### config.mk
export PLATFORM = sky130hd
export DESIGN_NAME = decimal_text_to_fixed_point
export DESIGN_NICKNAME = d
export VERILOG_FILES = /design/src/hdl/dttfp_pkg.sv /design/src/hdl/dttfp_front.sv /design/src/hdl/dttfp_queue.sv /design/src/hdl/dttfp_back.sv /design/src/hdl/decimal_text_to_fixed_point.sv
export SDC_FILE = /design/constraint.sdc
export NUM_CORES = 1
export LEC_CHECK = 0
export BUFFER_PORTS_ARGS = -buffer_cell sky130_fd_sc_hd__buf_4
export CAP_MARGIN = 30
export CELL_PAD_IN_SITES_DETAIL_PLACEMENT = 0
export CELL_PAD_IN_SITES_GLOBAL_PLACEMENT = 1
export CORE_MARGIN = 2
export CORE_UTILIZATION = 48
export DETAILED_ROUTE_END_ITERATION = 8
export PLACE_DENSITY = 0.79
export REMOVE_ABC_BUFFERS = 1
export SLEW_MARGIN = 20
export SYNTH_ARGS = -nofsm -noshare
export SYNTH_HDL_FRONTEND = slang
export SYNTH_HIERARCHICAL = 1
export SYNTH_SLANG_ARGS = --single-unit
### constraint.sdc
create_clock -name i_clk -period 11.5 [get_ports i_clk]
set_input_delay 1.725 -clock i_clk [delete_from_list [all_inputs] [get_ports i_clk]]
set_output_delay 1.725 -clock i_clk [all_outputs]
set_load 0.01 [all_outputs]
### src/hdl/dttfp_pkg.sv
// Package for the decimal text to fixed point block: character codes, item
// classes, parser phases, limits and the fraction weight table.
// No dependencies; every other file imports it.
`default_nettype none

package dttfp_pkg;

    localparam int FRAC_BITS       = 32;
    localparam int MAX_FRAC_DIGITS = 9;

    localparam int VALUE_W  = 64;
    localparam int CHAR_W   = 8;
    localparam int DIGIT_W  = 4;
    localparam int FPOS_W   = 4;
    localparam int WEIGHT_W = FRAC_BITS;
    localparam int PROD_W   = WEIGHT_W + DIGIT_W;
    localparam int INT_SUM_W = VALUE_W + 4;
    localparam int FRAC_SUM_W = VALUE_W + 1;
    localparam int WEIGHT_ENTRIES = 1 << FPOS_W;

    localparam int QUEUE_DEPTH = 2;
    localparam int QUEUE_AW    = $clog2(QUEUE_DEPTH);
    localparam int QUEUE_CW    = $clog2(QUEUE_DEPTH + 1);

    localparam logic [CHAR_W-1:0] CH_NUL   = 8'h00;
    localparam logic [CHAR_W-1:0] CH_TAB   = 8'h09;
    localparam logic [CHAR_W-1:0] CH_SPACE = 8'h20;
    localparam logic [CHAR_W-1:0] CH_MINUS = 8'h2D;
    localparam logic [CHAR_W-1:0] CH_POINT = 8'h2E;
    localparam logic [CHAR_W-1:0] CH_ZERO  = 8'h30;
    localparam logic [CHAR_W-1:0] CH_NINE  = 8'h39;

    localparam logic [VALUE_W-1:0] POS_LIMIT = {1'b0, {(VALUE_W-1){1'b1}}};
    localparam logic [VALUE_W-1:0] NEG_LIMIT = {1'b1, {(VALUE_W-1){1'b0}}};

    localparam logic [FPOS_W-1:0] FPOS_MAX = FPOS_W'(MAX_FRAC_DIGITS);

    typedef enum logic [2:0] {
        K_SPACE,
        K_MINUS,
        K_DIGIT,
        K_POINT,
        K_NUL,
        K_OTHER
    } t_kind;

    typedef enum logic [1:0] {
        PH_LEAD,
        PH_INT,
        PH_FRAC,
        PH_DONE
    } t_phase;

    typedef struct packed {
        t_kind               kind;
        logic [DIGIT_W-1:0]  digit;
    } t_cmd;

    typedef logic [WEIGHT_ENTRIES-1:0][WEIGHT_W-1:0] t_weight_table;

    // entry k holds floor(2^FRAC_BITS / 10^k) for k >= 1; entry 0 is never read
    function automatic t_weight_table weight_table();
        t_weight_table  tbl;
        logic [63:0]    w;
        w = 64'd1 << FRAC_BITS;
        for (int k = 0; k < WEIGHT_ENTRIES; k++) begin
            tbl[k] = w[WEIGHT_W-1:0];
            w = w / 10;
        end
        return tbl;
    endfunction

    localparam t_weight_table WEIGHT_TABLE = weight_table();

endpackage

`default_nettype wire

### src/hdl/dttfp_front.sv
// Front end: classifies each incoming character into an item class and
// digit value. Depends on dttfp_pkg.
`default_nettype none

module dttfp_front
    import dttfp_pkg::*;
(
    input  wire logic [CHAR_W-1:0] i_char_code,
    output t_cmd                   o_cmd
);

    logic [DIGIT_W-1:0] w_digit_off;

    assign w_digit_off = DIGIT_W'(i_char_code - CH_ZERO);

    always_comb begin
        o_cmd.digit = '0;
        if (i_char_code == CH_NUL) begin
            o_cmd.kind = K_NUL;
        end else if (i_char_code == CH_SPACE || i_char_code == CH_TAB) begin
            o_cmd.kind = K_SPACE;
        end else if (i_char_code == CH_MINUS) begin
            o_cmd.kind = K_MINUS;
        end else if (i_char_code == CH_POINT) begin
            o_cmd.kind = K_POINT;
        end else if (i_char_code >= CH_ZERO && i_char_code <= CH_NINE) begin
            o_cmd.kind  = K_DIGIT;
            o_cmd.digit = w_digit_off;
        end else begin
            o_cmd.kind = K_OTHER;
        end
    end

endmodule

`default_nettype wire

### src/hdl/dttfp_queue.sv
// Short item queue between front and back ends, register based.
// Depends on dttfp_pkg.
`default_nettype none

module dttfp_queue
    import dttfp_pkg::*;
(
    input  wire logic i_clk,
    input  wire logic i_rst_n,
    input  wire logic i_push,
    input  wire t_cmd i_cmd,
    output logic      o_full,
    output logic      o_nonempty,
    input  wire logic i_pop,
    output t_cmd      o_cmd
);

    t_cmd                r_mem [QUEUE_DEPTH];
    logic [QUEUE_AW-1:0] r_wr_ptr, n_wr_ptr;
    logic [QUEUE_AW-1:0] r_rd_ptr, n_rd_ptr;
    logic [QUEUE_CW-1:0] r_count, n_count;
    logic                w_push, w_pop;

    assign o_full     = (r_count == QUEUE_CW'(QUEUE_DEPTH));
    assign o_nonempty = (r_count != '0);
    assign o_cmd      = r_mem[r_rd_ptr];
    assign w_push     = i_push && !o_full;
    assign w_pop      = i_pop && o_nonempty;

    always_comb begin
        n_wr_ptr = r_wr_ptr;
        n_rd_ptr = r_rd_ptr;
        n_count  = r_count;
        if (w_push) begin
            n_wr_ptr = (r_wr_ptr == QUEUE_AW'(QUEUE_DEPTH - 1)) ? '0 : r_wr_ptr + 1'b1;
        end
        if (w_pop) begin
            n_rd_ptr = (r_rd_ptr == QUEUE_AW'(QUEUE_DEPTH - 1)) ? '0 : r_rd_ptr + 1'b1;
        end
        case ({w_push, w_pop})
            2'b10:   n_count = r_count + 1'b1;
            2'b01:   n_count = r_count - 1'b1;
            default: n_count = r_count;
        endcase
    end

    always_ff @(posedge i_clk) begin
        if (!i_rst_n) begin
            r_wr_ptr <= '0;
            r_rd_ptr <= '0;
            r_count  <= '0;
        end else begin
            r_wr_ptr <= n_wr_ptr;
            r_rd_ptr <= n_rd_ptr;
            r_count  <= n_count;
        end
    end

    always_ff @(posedge i_clk) begin
        if (w_push) begin
            r_mem[r_wr_ptr] <= i_cmd;
        end
    end

endmodule

`default_nettype wire

### src/hdl/dttfp_back.sv
// Back end: parser state machine, integer and fraction accumulation with
// saturation, and the registered result stage. Depends on dttfp_pkg.
`default_nettype none

module dttfp_back
    import dttfp_pkg::*;
(
    input  wire logic                 i_clk,
    input  wire logic                 i_rst_n,
    input  wire logic                 i_cmd_valid,
    input  wire t_cmd                 i_cmd,
    output logic                      o_cmd_pop,
    output logic                      o_valid,
    input  wire logic                 i_stall,
    output logic signed [VALUE_W-1:0] o_value,
    output logic                      o_saturated
);

    t_phase              r_phase, n_phase;
    logic [VALUE_W-1:0]  r_mag, n_mag;
    logic                r_neg, n_neg;
    logic [FPOS_W-1:0]   r_fpos, n_fpos;
    logic                r_ovf, n_ovf;

    logic                r_out_valid, n_out_valid;
    logic [VALUE_W-1:0]  r_value, n_value;
    logic                r_sat, n_sat;

    logic                  w_out_free;
    logic                  w_is_nul;
    logic [VALUE_W-1:0]    w_lim;
    logic [VALUE_W-1:0]    w_dd;
    logic [INT_SUM_W-1:0]  w_int_sum;
    logic [FPOS_W-1:0]     w_fpos_inc;
    logic [WEIGHT_W-1:0]   w_weight;
    logic [PROD_W-1:0]     w_prod;
    logic [FRAC_SUM_W-1:0] w_frac_sum;

    assign w_out_free = !r_out_valid || !i_stall;
    assign w_is_nul   = (i_cmd.kind == K_NUL);
    assign o_cmd_pop  = i_cmd_valid && (!w_is_nul || w_out_free);

    assign w_lim      = r_neg ? NEG_LIMIT : POS_LIMIT;
    assign w_dd       = VALUE_W'(i_cmd.digit) << FRAC_BITS;
    assign w_int_sum  = {r_mag, 3'b000} + {2'b00, r_mag, 1'b0}
                      + {4'b0000, w_dd};
    assign w_fpos_inc = r_fpos + 1'b1;
    assign w_weight   = WEIGHT_TABLE[w_fpos_inc];
    assign w_prod     = i_cmd.digit * w_weight;
    assign w_frac_sum = {1'b0, r_mag} + FRAC_SUM_W'(w_prod);

    always_comb begin
        n_phase     = r_phase;
        n_mag       = r_mag;
        n_neg       = r_neg;
        n_fpos      = r_fpos;
        n_ovf       = r_ovf;
        n_out_valid = r_out_valid && i_stall;
        n_value     = r_value;
        n_sat       = r_sat;
        if (o_cmd_pop) begin
            case (i_cmd.kind)
                K_NUL: begin
                    n_out_valid = 1'b1;
                    n_sat       = r_ovf;
                    if (r_ovf) begin
                        n_value = w_lim;
                    end else begin
                        n_value = r_neg ? VALUE_W'(0) - r_mag : r_mag;
                    end
                    n_phase = PH_LEAD;
                    n_mag   = '0;
                    n_neg   = 1'b0;
                    n_fpos  = '0;
                    n_ovf   = 1'b0;
                end
                K_DIGIT: begin
                    case (r_phase)
                        PH_LEAD, PH_INT: begin
                            n_phase = PH_INT;
                            if (!r_ovf) begin
                                if (w_int_sum > {4'b0000, w_lim}) begin
                                    n_ovf = 1'b1;
                                end else begin
                                    n_mag = w_int_sum[VALUE_W-1:0];
                                end
                            end
                        end
                        PH_FRAC: begin
                            if (!r_ovf && r_fpos < FPOS_MAX) begin
                                n_fpos = w_fpos_inc;
                                if (w_frac_sum > {1'b0, w_lim}) begin
                                    n_ovf = 1'b1;
                                end else begin
                                    n_mag = w_frac_sum[VALUE_W-1:0];
                                end
                            end
                        end
                        default: n_phase = PH_DONE;
                    endcase
                end
                K_SPACE: begin
                    if (r_phase != PH_LEAD) begin
                        n_phase = PH_DONE;
                    end
                end
                K_MINUS: begin
                    if (r_phase == PH_LEAD) begin
                        n_neg   = 1'b1;
                        n_phase = PH_INT;
                    end else begin
                        n_phase = PH_DONE;
                    end
                end
                K_POINT: begin
                    if (r_phase == PH_LEAD || r_phase == PH_INT) begin
                        n_phase = PH_FRAC;
                    end else begin
                        n_phase = PH_DONE;
                    end
                end
                default: n_phase = PH_DONE;
            endcase
        end
    end

    always_ff @(posedge i_clk) begin
        if (!i_rst_n) begin
            r_phase     <= PH_LEAD;
            r_mag       <= '0;
            r_neg       <= 1'b0;
            r_fpos      <= '0;
            r_ovf       <= 1'b0;
            r_out_valid <= 1'b0;
        end else begin
            r_phase     <= n_phase;
            r_mag       <= n_mag;
            r_neg       <= n_neg;
            r_fpos      <= n_fpos;
            r_ovf       <= n_ovf;
            r_out_valid <= n_out_valid;
        end
    end

    always_ff @(posedge i_clk) begin
        r_value <= n_value;
        r_sat   <= n_sat;
    end

    assign o_valid     = r_out_valid;
    assign o_value     = r_value;
    assign o_saturated = r_sat;

`ifndef SYNTH
    a_sat_clamps: assert property (@(posedge i_clk) disable iff (!i_rst_n)
        (o_valid && o_saturated) |-> (r_value == POS_LIMIT || r_value == NEG_LIMIT))
        else $error("saturated result not clamped");

    a_nul_clears: assert property (@(posedge i_clk) disable iff (!i_rst_n)
        (o_cmd_pop && w_is_nul) |=> (r_phase == PH_LEAD && r_mag == '0 && !r_ovf
            && !r_neg && r_fpos == '0 && o_valid))
        else $error("terminator did not clear parser state");

    a_fpos_bound: assert property (@(posedge i_clk) disable iff (!i_rst_n)
        r_fpos <= FPOS_MAX)
        else $error("fraction position past limit");

    a_no_overwrite: assert property (@(posedge i_clk) disable iff (!i_rst_n)
        (o_valid && i_stall) |=> (o_valid && $stable(r_value)))
        else $error("pending result overwritten");
`endif

endmodule

`default_nettype wire

### src/hdl/decimal_text_to_fixed_point.sv
// Top level of the decimal text to fixed point parser: front classifier,
// item queue and back end. Depends on dttfp_pkg, dttfp_front, dttfp_queue,
// dttfp_back.
//
//   channel | valid   | stall   | payload
//   --------+---------+---------+------------------------------
//   input   | i_valid | o_stall | i_char_code[7:0]
//   output  | o_valid | i_stall | o_value[63:0], o_saturated
//
// One character per cycle sustained while o_stall is low; the back end state
// update (one multiply-by-ten add and limit compare) is combinational logic
// ahead of the state registers. o_valid rises once its NUL has passed through
// the queue and then the result register.
// Reset is synchronous and active low and clears parser, queue and result valid.
// o_stall rises only when the two-entry queue is full, which happens while a
// result waits under i_stall, a further NUL waits at the queue head and one
// more item is queued behind it.
`default_nettype none

module decimal_text_to_fixed_point
    import dttfp_pkg::*;
(
    input  wire logic                 i_clk,
    input  wire logic                 i_rst_n,
    input  wire logic                 i_valid,
    output logic                      o_stall,
    input  wire logic [CHAR_W-1:0]    i_char_code,
    output logic                      o_valid,
    input  wire logic                 i_stall,
    output logic signed [VALUE_W-1:0] o_value,
    output logic                      o_saturated
);

    t_cmd w_front_cmd;
    t_cmd w_queue_cmd;
    logic w_full;
    logic w_nonempty;
    logic w_pop;

    dttfp_front u_front (
        .i_char_code (i_char_code),
        .o_cmd       (w_front_cmd)
    );

    dttfp_queue u_queue (
        .i_clk      (i_clk),
        .i_rst_n    (i_rst_n),
        .i_push     (i_valid),
        .i_cmd      (w_front_cmd),
        .o_full     (w_full),
        .o_nonempty (w_nonempty),
        .i_pop      (w_pop),
        .o_cmd      (w_queue_cmd)
    );

    dttfp_back u_back (
        .i_clk       (i_clk),
        .i_rst_n     (i_rst_n),
        .i_cmd_valid (w_nonempty),
        .i_cmd       (w_queue_cmd),
        .o_cmd_pop   (w_pop),
        .o_valid     (o_valid),
        .i_stall     (i_stall),
        .o_value     (o_value),
        .o_saturated (o_saturated)
    );

    assign o_stall = w_full;

endmodule

`default_nettype wire
* Word-level counts from Yosys, hierarchy flattened *
Memory sizes are Yosys's and may differ from the RTL's. A register that Yosys moved wholly into a read port is not among the register bits.
Index checks and enable logic that the tools add are counted.

word-level totals
  word-level logic and storage cells = 129
  ROM bits = 512
  input bits = 12
  output and inout bits = 67
  register bits = 142
  memories = 2
  bits in writable memories = 14

memories
  memory           words  width  rd ports  clocked after Yosys merged registers in  write ports  line               source
  (no name shown)  16     32     1         0                                        0            dttfp_back.sv:48   assign w_weight = WEIGHT_TABLE[w_fpos_inc];
  u_queue.r_mem    2      7      1         1                                        1            dttfp_queue.sv:18  t_cmd r_mem [QUEUE_DEPTH];

cells by class
  reduce and logical (&&, ||, !) cells = 30
  magnitude comparators = 6
  add/sub/neg operators = 10
  multiplexer cells = 45
  $mul = 1
  equality and inequality tests = 24

operators by type and width
  cell                     number
  $mux W64                 7
  $pmux W64 S2             2
  $add A67 B65 Y68         1
  $add A68 B36 Y68         1
  $gt A68 B64 Y1           1
  $add A64 B36 Y65         1
  $gt A65 B64 Y1           1
  $sub A1 B64 Y64 const A  1
  $mul A4 B32 Y36          1
  $mux W32                 1
  $mux W4                  7
  $eq A8 B6 Y1 const B     3
  $mux W3                  5
  $mux W1                  14
  $pmux W2 S5              1
  $reduce_bool A2 Y1       5
  $ne A3 B2 Y1 const B     3
  $ne A3 B3 Y1 const B     3
  $eq A8 B4 Y1 const B     1
  $ge A8 B6 Y1 const B     1
  $le A8 B6 Y1 const B     1
  $logic_not A8 Y1         1
  $ne A2 B1 Y1 const B     4
  $pmux W2 S2              2
  other kinds (27)         48

* Logic depth before layout (Yosys ltp) *
Gate-level depths: netlist of the first run.

  depth after elaboration = 10
  depth in mapped cells = 39
  mapped depth without buffers = 36

* Hierarchy *
The synthesis of the first run kept the hierarchy.

by module, submodules not included
  module       cells an instance  sequential area each (um2)  times used  area each (um2)
  dttfp_back   2535               3413.3                      1           20178.1
  dttfp_queue  49                 520.5                       1           733.2
  dttfp_front  27                 0.0                         1           172.7

* Worst setup path after synthesis of the first run *
Ideal clock, no wire load.

  kind = register to register
  start point = register u_back.r_fpos[0]
  end point = register u_back.r_mag[39]
  path buffers = 4
  slack = 3340 ps
  arrival time = 8034 ps
  clock period less this slack = 8160 ps
  library setup time = 126 ps
  required time = 11374 ps
  stages on the path, launching flop included = 37
  cell sequence = dfxtp_1 -> ha_1 -> inv_1 -> ha_1 -> clkbuf_1 -> clkbuf_1 -> a21oi_1 -> and2_1 -> fa_1 -> fa_1 -> inv_1 -> fa_1 -> inv_1 -> ha_1 -> a21oi_1 -> a21bo_2 -> a311oi_1 -> o31ai_1 -> a31o_2 -> o211ai_1 -> nand2_1 -> nor3_1 -> xor2_1 -> ha_1 -> nand4_1 -> nor2_1 -> a221o_1 -> a211o_1 -> a21oi_1 -> a211oi_2 -> a21oi_1 -> o211ai_1 -> o21a_1 -> and2_1 -> buf_4 -> buf_6 -> o2bb2ai_1

between the ends
  longest elaborated chain between the ends = 9
  elaborated cells on any way between the ends = 15
  those cells by class = add/sub (2); mul (1); order compare (2); eq/ne (2); mux (5); reduce/logical (2); memory (1)

RTL lines
  element                                                                   line               source
  from (decl)                                                               dttfp_back.sv:22   logic [FPOS_W-1:0] r_fpos, n_fpos;
  from (signal assigned)                                                    dttfp_back.sv:139  r_fpos <= n_fpos;
  parallel branches: the longest is 9 deep, another holds $add A64 B36 Y65  --
  to (signal assigned)                                                      dttfp_back.sv:137  r_mag <= n_mag;
  to (decl)                                                                 dttfp_back.sv:20   logic [VALUE_W-1:0] r_mag, n_mag;

Parallel ways; which one is timed is not known. The select of a mux whose other input is x is not followed.
A chain may end at the register's enable or synchronous reset.

* Worst setup path after layout of the first run *
  start point = register u_back.r_fpos[0]
  end point = register u_back.r_mag[63]

Same word-level chain as after synthesis.

==> results of run 1 <==
state kept, by name (all words and copies together), names as in the netlist, named ones only:
register            count
u_back/o_value         64
u_back/r_mag           64
u_queue/r_mem          14
u_back/r_fpos           4
u_back/r_phase          2
u_queue/r_count         2
u_back/o_saturated      1
u_back/o_valid          1
u_back/r_neg            1
u_back/r_ovf            1
u_queue/r_rd_ptr        1
u_queue/r_wr_ptr        1
power breakdown:
part           total [W]  internal, W  switching (W)
clock network   0.000565     0.000296       0.000269
registers       0.000651     0.000619      0.0000317
logic            0.00184     0.000692        0.00115
cells by family after synthesis:
| kind of cell | Yosys count | share of synthesized area [%] |
|---|---|---|
| AND/OR/NAND/NOR | 830 | 19.21 |
| AO/OA/AOI/OAI | 707 | 21.58 |
| multiplexers | 61 | 2.943 |
| buffers and inverters | 339 | 6.397 |
| flip-flops | 157 | 18.66 |
| XOR/XNOR | 130 | 5.400 |
| adder cells (fa/ha/maj) | 387 | 25.81 |
stage by stage:
stage	setup slack, ps	hold slack [ps]	std cells	area (µm²)	utilization, %
final	886.8	493.3	3200	22590	52.33
after global routing	118.2	521.1	3198	22590	52.32
after CTS	677.2	487.8	3196	22550	52.24
after detailed placement	716.7	478.4	3164	22000	50.96
after global placement	919.1	466.3	3163	21990	50.94
after floorplan	1679	458.3	2486	20540	-
worst reg2reg max path, delay by kind of cell, from the launching register on:
kind / cells / cell delay [ps]
AO/OA/AOI/OAI: 13 / 4310
flip-flops: 1 / 480
AND/OR/NAND/NOR: 10 / 2650
buffers and inverters: 3 / 140
adder cells (fa/ha/maj): 7 / 2830
XOR/XNOR: 1 / 120
routing by layer:
layer	GRT usage, %	vias to the layer above	part of all wire (%)
met5	0	-	0
met4	13.24	0	4.0
met3	2.797	115	3.8
met2	51.40	536	48
met1	39.19	9409	45
li1	-	9451	-
placed cells by master, fill, tap and decap left out, types with 6 or more instances in the layout:
master and instances:
a211oi_1 47, a21boi_0 10, a21o_1 52, a21oi_1 229, a21oi_2 7, a22oi_1 7
a31oi_1 25, and2_1 44, and3_1 23, buf_4 91, clkbuf_16 18, dfxtp_1 76
edfxtp_1 79, fa_1 80, ha_1 307, inv_1 211, mux2_2 8, mux2i_1 53
nand2_1 220, nand2b_1 15, nand3_1 90, nand4_1 62, nor2_1 217, nor2b_1 14
nor3_1 47, nor4_1 24, o211ai_1 29, o21a_1 13, o21ai_0 113, o21ai_1 11
o21bai_1 12, o22ai_1 25, o2bb2ai_1 15, o31ai_1 42, or2_2 10, or3_1 25
or4_1 6, xnor2_1 77, xor2_1 53
what timing repair did:
action | in CTS | in global routing
endpoints found under the setup margin | 0 | 17
resized for setup | 0 | 1
buffers inserted | 0 | 0
final cells by class:
class	count	area (µm²)
Antenna cell	2	5.005
Clock buffer	21	471.7
Clock inverter	11	82.58
Fill cell	4224	20580
Inverter	214	804.5
Multi-Input combinational cell	2115	15810
Sequential cell	157	3941
Tap cell	585	732.0
Timing Repair Buffer	95	739.5
path summary, 6_finish.rpt:
kind,startpoint,end,cells after the start
worst max-delay path,u_back/r_fpos[0],u_back/r_mag[63],34
worst min-delay path,u_queue/r_wr_ptr,u_queue/r_wr_ptr,2
worst max register to register,u_back/r_fpos[0],u_back/r_mag[63],34
worst min register to register,u_queue/r_wr_ptr,u_queue/r_wr_ptr,2
==> metrics.csv, run 1 <==
metric,value,unit
worstSetupPathType,reg2reg,
drt_iter0_drc,1509,
grt_pass1_wl,105500,µm
cellLeakagePower,10.93,nW
row_count,76,
required,11910,ps
r2r_slack,890,ps
die_y,213.6,µm
cts_buffer_depth,2,
dieWidth,213.6,µm
netlist_top_cells_area,"ha_1, edfxtp_1, fa_1",
grt_pass1_vias,18597,
cp_common_cell,ha_1,
viasPerCell,6.097,
ir_worst_vdd,109.0,µV
pin_count,79,
grt_overflow,0,
crit_buf_inv,3,
cts-root-buf,clkbuf_16,
wl,68310,µm
htree_levels,4,
grt_max_degree,78,
crit_path_start_kind,register,
layout-drive-gt1-share,7.386,%
max_freq,94.22,MHz
ys_seq_area_share,18.66,%
slew_viol_final,0,
async_flop_share,0,%
numPortBuffers,78,
synth_top_area_share,18.22,%
yosys-top-cells-count,"ha_1, a21oi_1, nand2_1, nor2_1, inv_1",
synth-edff-count,79,
vias,19511,
netlist_area,21080,µm²
core_area,43170,µm²
fin_nets,2999,
slowest_delay,570,ps
hold_class,reg2reg,
critPathCaptureType,register,
power,0.003060,W
hold_viol,0,
synth.most_common_cell,ha_1,
synth_top_cell_by_area,ha_1,
clock_latency,470,ps
grt_use_total,30.25,%
ys_ff_latch,157,
routedWlPerCell,21.35,µm
tightest_slew,958.4,ps
power_density,135.4,nW/µm²
clk_pin_slew,70,ps
gp_congestion,0.9396,
grt_setup_unrepaired,false,
start_util,48.84,%
area_growth,7.145,%
final.min_clock_period,10610,ps
hpwl,53640,µm
avgSynthCellArea,8.075,µm²
ctsHoldBuffers,0,
cp_top_family,compound AO/OA/AOI/OAI gates,
first_pass_iters,5,
cp_max_fo,20,
netlist_instances,2611,
slew_headroom,36.10,%
drv_cap,0,
fin_skew,12.61,ps
cts_buffers,17,
critPathSlowestCell,o211ai_1,
synth_ff_type,edfxtp_1,
status,"finished, final reports clean",
yosys_warnings,6,
drc,0,
cts.sinks,157,
ant_nets,0,
report.final.setup_viol,0,
antenna_found_initial,2,
fin_crit_sh,92.29,%
die_area,45620,µm²
ys_types,94,
arrival,11030,ps
cts_tree,done,
setup_tns,0,ps
Power figures use the tool's default switching activity.
==> run 2: changes to the inputs <==
--- a/config.mk
+++ b/config.mk
@@ -10,9 +10,9 @@
 export CELL_PAD_IN_SITES_DETAIL_PLACEMENT = 0
 export CELL_PAD_IN_SITES_GLOBAL_PLACEMENT = 1
 export CORE_MARGIN = 2
-export CORE_UTILIZATION = 48
+export CORE_UTILIZATION = 38
 export DETAILED_ROUTE_END_ITERATION = 8
-export PLACE_DENSITY = 0.79
+export PLACE_DENSITY = 0.65
 export REMOVE_ABC_BUFFERS = 1
 export SLEW_MARGIN = 20
 export SYNTH_ARGS = -nofsm -noshare
==> run 2 against run 1 <==
Non-clock buffer count grew 4. Sequential cell count is the same. Wire length is 2.7% higher. Clock-buffer cell count shrank 4. Global-route usage shrank 5.5 points. Via count is 0.55% lower. Clock power grew 4.8%. Critical path depth rose by 3. Final cell count increased by 5.2%. Sequential share of layout area shrank 0.19 points. Highest routed layer unchanged.
==> metrics.csv, run 2 (synthesized netlist as in run 1, its figures left out) <==
metric,value,unit
status,"finished, final reports clean",
max_freq,95.64,MHz
worstSetupPathType,reg2reg,
area_growth,8.338,%
grt_pass1_vias,18845,
gp_congestion,0.9017,
report.final.setup_viol,0,
hpwl,55860,µm
die_y,239.6,µm
cts.sinks,157,
cp_max_fo,58,
ant_nets,0,
drc,0,
final.min_clock_period,10460,ps
wl_met1,31540,µm
fin_crit_sh,90.92,%
viasPerCell,5.765,
pin_count,79,
grt_use_total,24.79,%
core_area,54990,µm²
fin_nets,3003,
cts_buffers,17,
fin_skew,12.15,ps
numPortBuffers,78,
fillers,5579,
antenna_found_initial,0,
slew_viol_final,0,
crit_path_start_kind,register,
vias,19404,
grt_pass1_wl,109400,µm
cts_buffer_depth,2,
ir_worst_vdd,128.1,µV
cellLeakagePower,10.96,nW
clock_latency,500,ps
htree_levels,4,
cp_top_family,compound AO/OA/AOI/OAI gates,
first_pass_iters,5,
crit_start,u_back/r_fpos[0],
cts_tree,done,
start_util,38.34,%
routedWlPerCell,20.84,µm
power_density,136.4,nW/µm²
slowest_delay,560,ps
grt_setup_unrepaired,false,
die_area,57380,µm²
grt_max_degree,82,
required,11900,ps
hold_class,reg2reg,
arrival,10850,ps
tightest_slew,965.5,ps
drt_iter0_drc,1155,
critPathSlowestCell,fa_1,
ctsHoldBuffers,0,
mostFrequentLayoutCell,ha_1,
slew_headroom,35.04,%
hold_viol,0,
row_count,86,
wl_met2,33740,µm
setup_tns,0,ps
min_from,u_queue/r_wr_ptr,
final_cell_mix,"ha_1, a21oi_1, nand2_1",
critPathCaptureType,register,
routed-wl-met3,2499,µm
layout-drive-gt1-share,7.604,%
clk_pin_slew,70,ps
cts-root-buf,clkbuf_16,
dpl.cell_count,3328,
drv_cap,0,
wl,70140,µm
grt_overflow,0,
dieWidth,239.6,µm
crit-reg2reg-launch,u_back/r_fpos[0],
finalNonFillerCells,3366,
crit_buf_inv,6,
route.top_layer_used,met4,
## run 2: changes by cell type in the layout (fill, tap and decap cells not counted), moves of 2 or more
cell	change
buf_4	+4
inv_8	+2
inv_6	+5
buf_12	-2
clkbuf_1	-2
inv_4	-3
clkinvlp_4	-3
## run 2: area by class of cell
cell class / instances / area [µm²] / area share, %
Antenna cell: 1 / 2.502 / 0.01096
Clock buffer: 17 / 425.4 / 1.862
Clock inverter: 15 / 150.1 / 0.6573
Inverter: 214 / 804.5 / 3.522
Multi-Input combinational cell: 2115 / 15810 / 69.23
Sequential cell: 157 / 3941 / 17.25
Tap cell: 748 / 935.9 / 4.097
Timing Repair Buffer: 99 / 768.2 / 3.363
## run 2: power by group
part	internal, W	leakage [nW]	switching (W)
Clock	0.000304	0.278	0.000288
Combinational	0.000695	9.33	0.00118
Sequential	0.000619	1.36	0.0000326
Total	0.00162	11.0	0.00150
## run 2: final timing paths
kind                 endpoint  slack [ps]  cells after the start
max          u_back/r_mag[54]        1040                     37
max reg2reg  u_back/r_mag[54]        1040                     37
min          u_queue/r_wr_ptr         500                      2
min reg2reg  u_queue/r_wr_ptr         500                      2
## run 2: layer usage
layer  GRT usage, %  up-vias
met1          31.87     9381
met3          3.123      104
met5              0        -
li1               -     9485
met2          42.30      434
met4          9.280        0
## run 2: worst register-to-register path, delay by kind of cell, from the launching register on
kind / cells / cell delay, ps
simple gates: 10 / 1980
buf+inv: 6 / 860
xor+xnor: 1 / 180
compound gates: 13 / 4000
fa+ha+maj: 7 / 2880
flops: 1 / 470
## run 2: metrics by stage
stage	util [%]	hold WS [ps]	worst slack, ps	total power, W	cell area, µm²
5_1_grt	41.54	536.6	259.1	0.003407	22840
3_5_place_dp	40.37	492.9	516.9	0.002520	22200
6_report	41.54	495.8	1044	0.003115	22840
4_1_cts	41.42	499.6	471.6	0.003133	22780
2_1_floorplan	-	458.3	1679	0.002022	20540
3_3_place_gp	40.37	466.7	906.8	0.002491	22200
## run 2: repair_timing
action,CTS,global route
gates resized for setup,0,2
buffers inserted,0,2
endpoints found under the setup margin,0,49
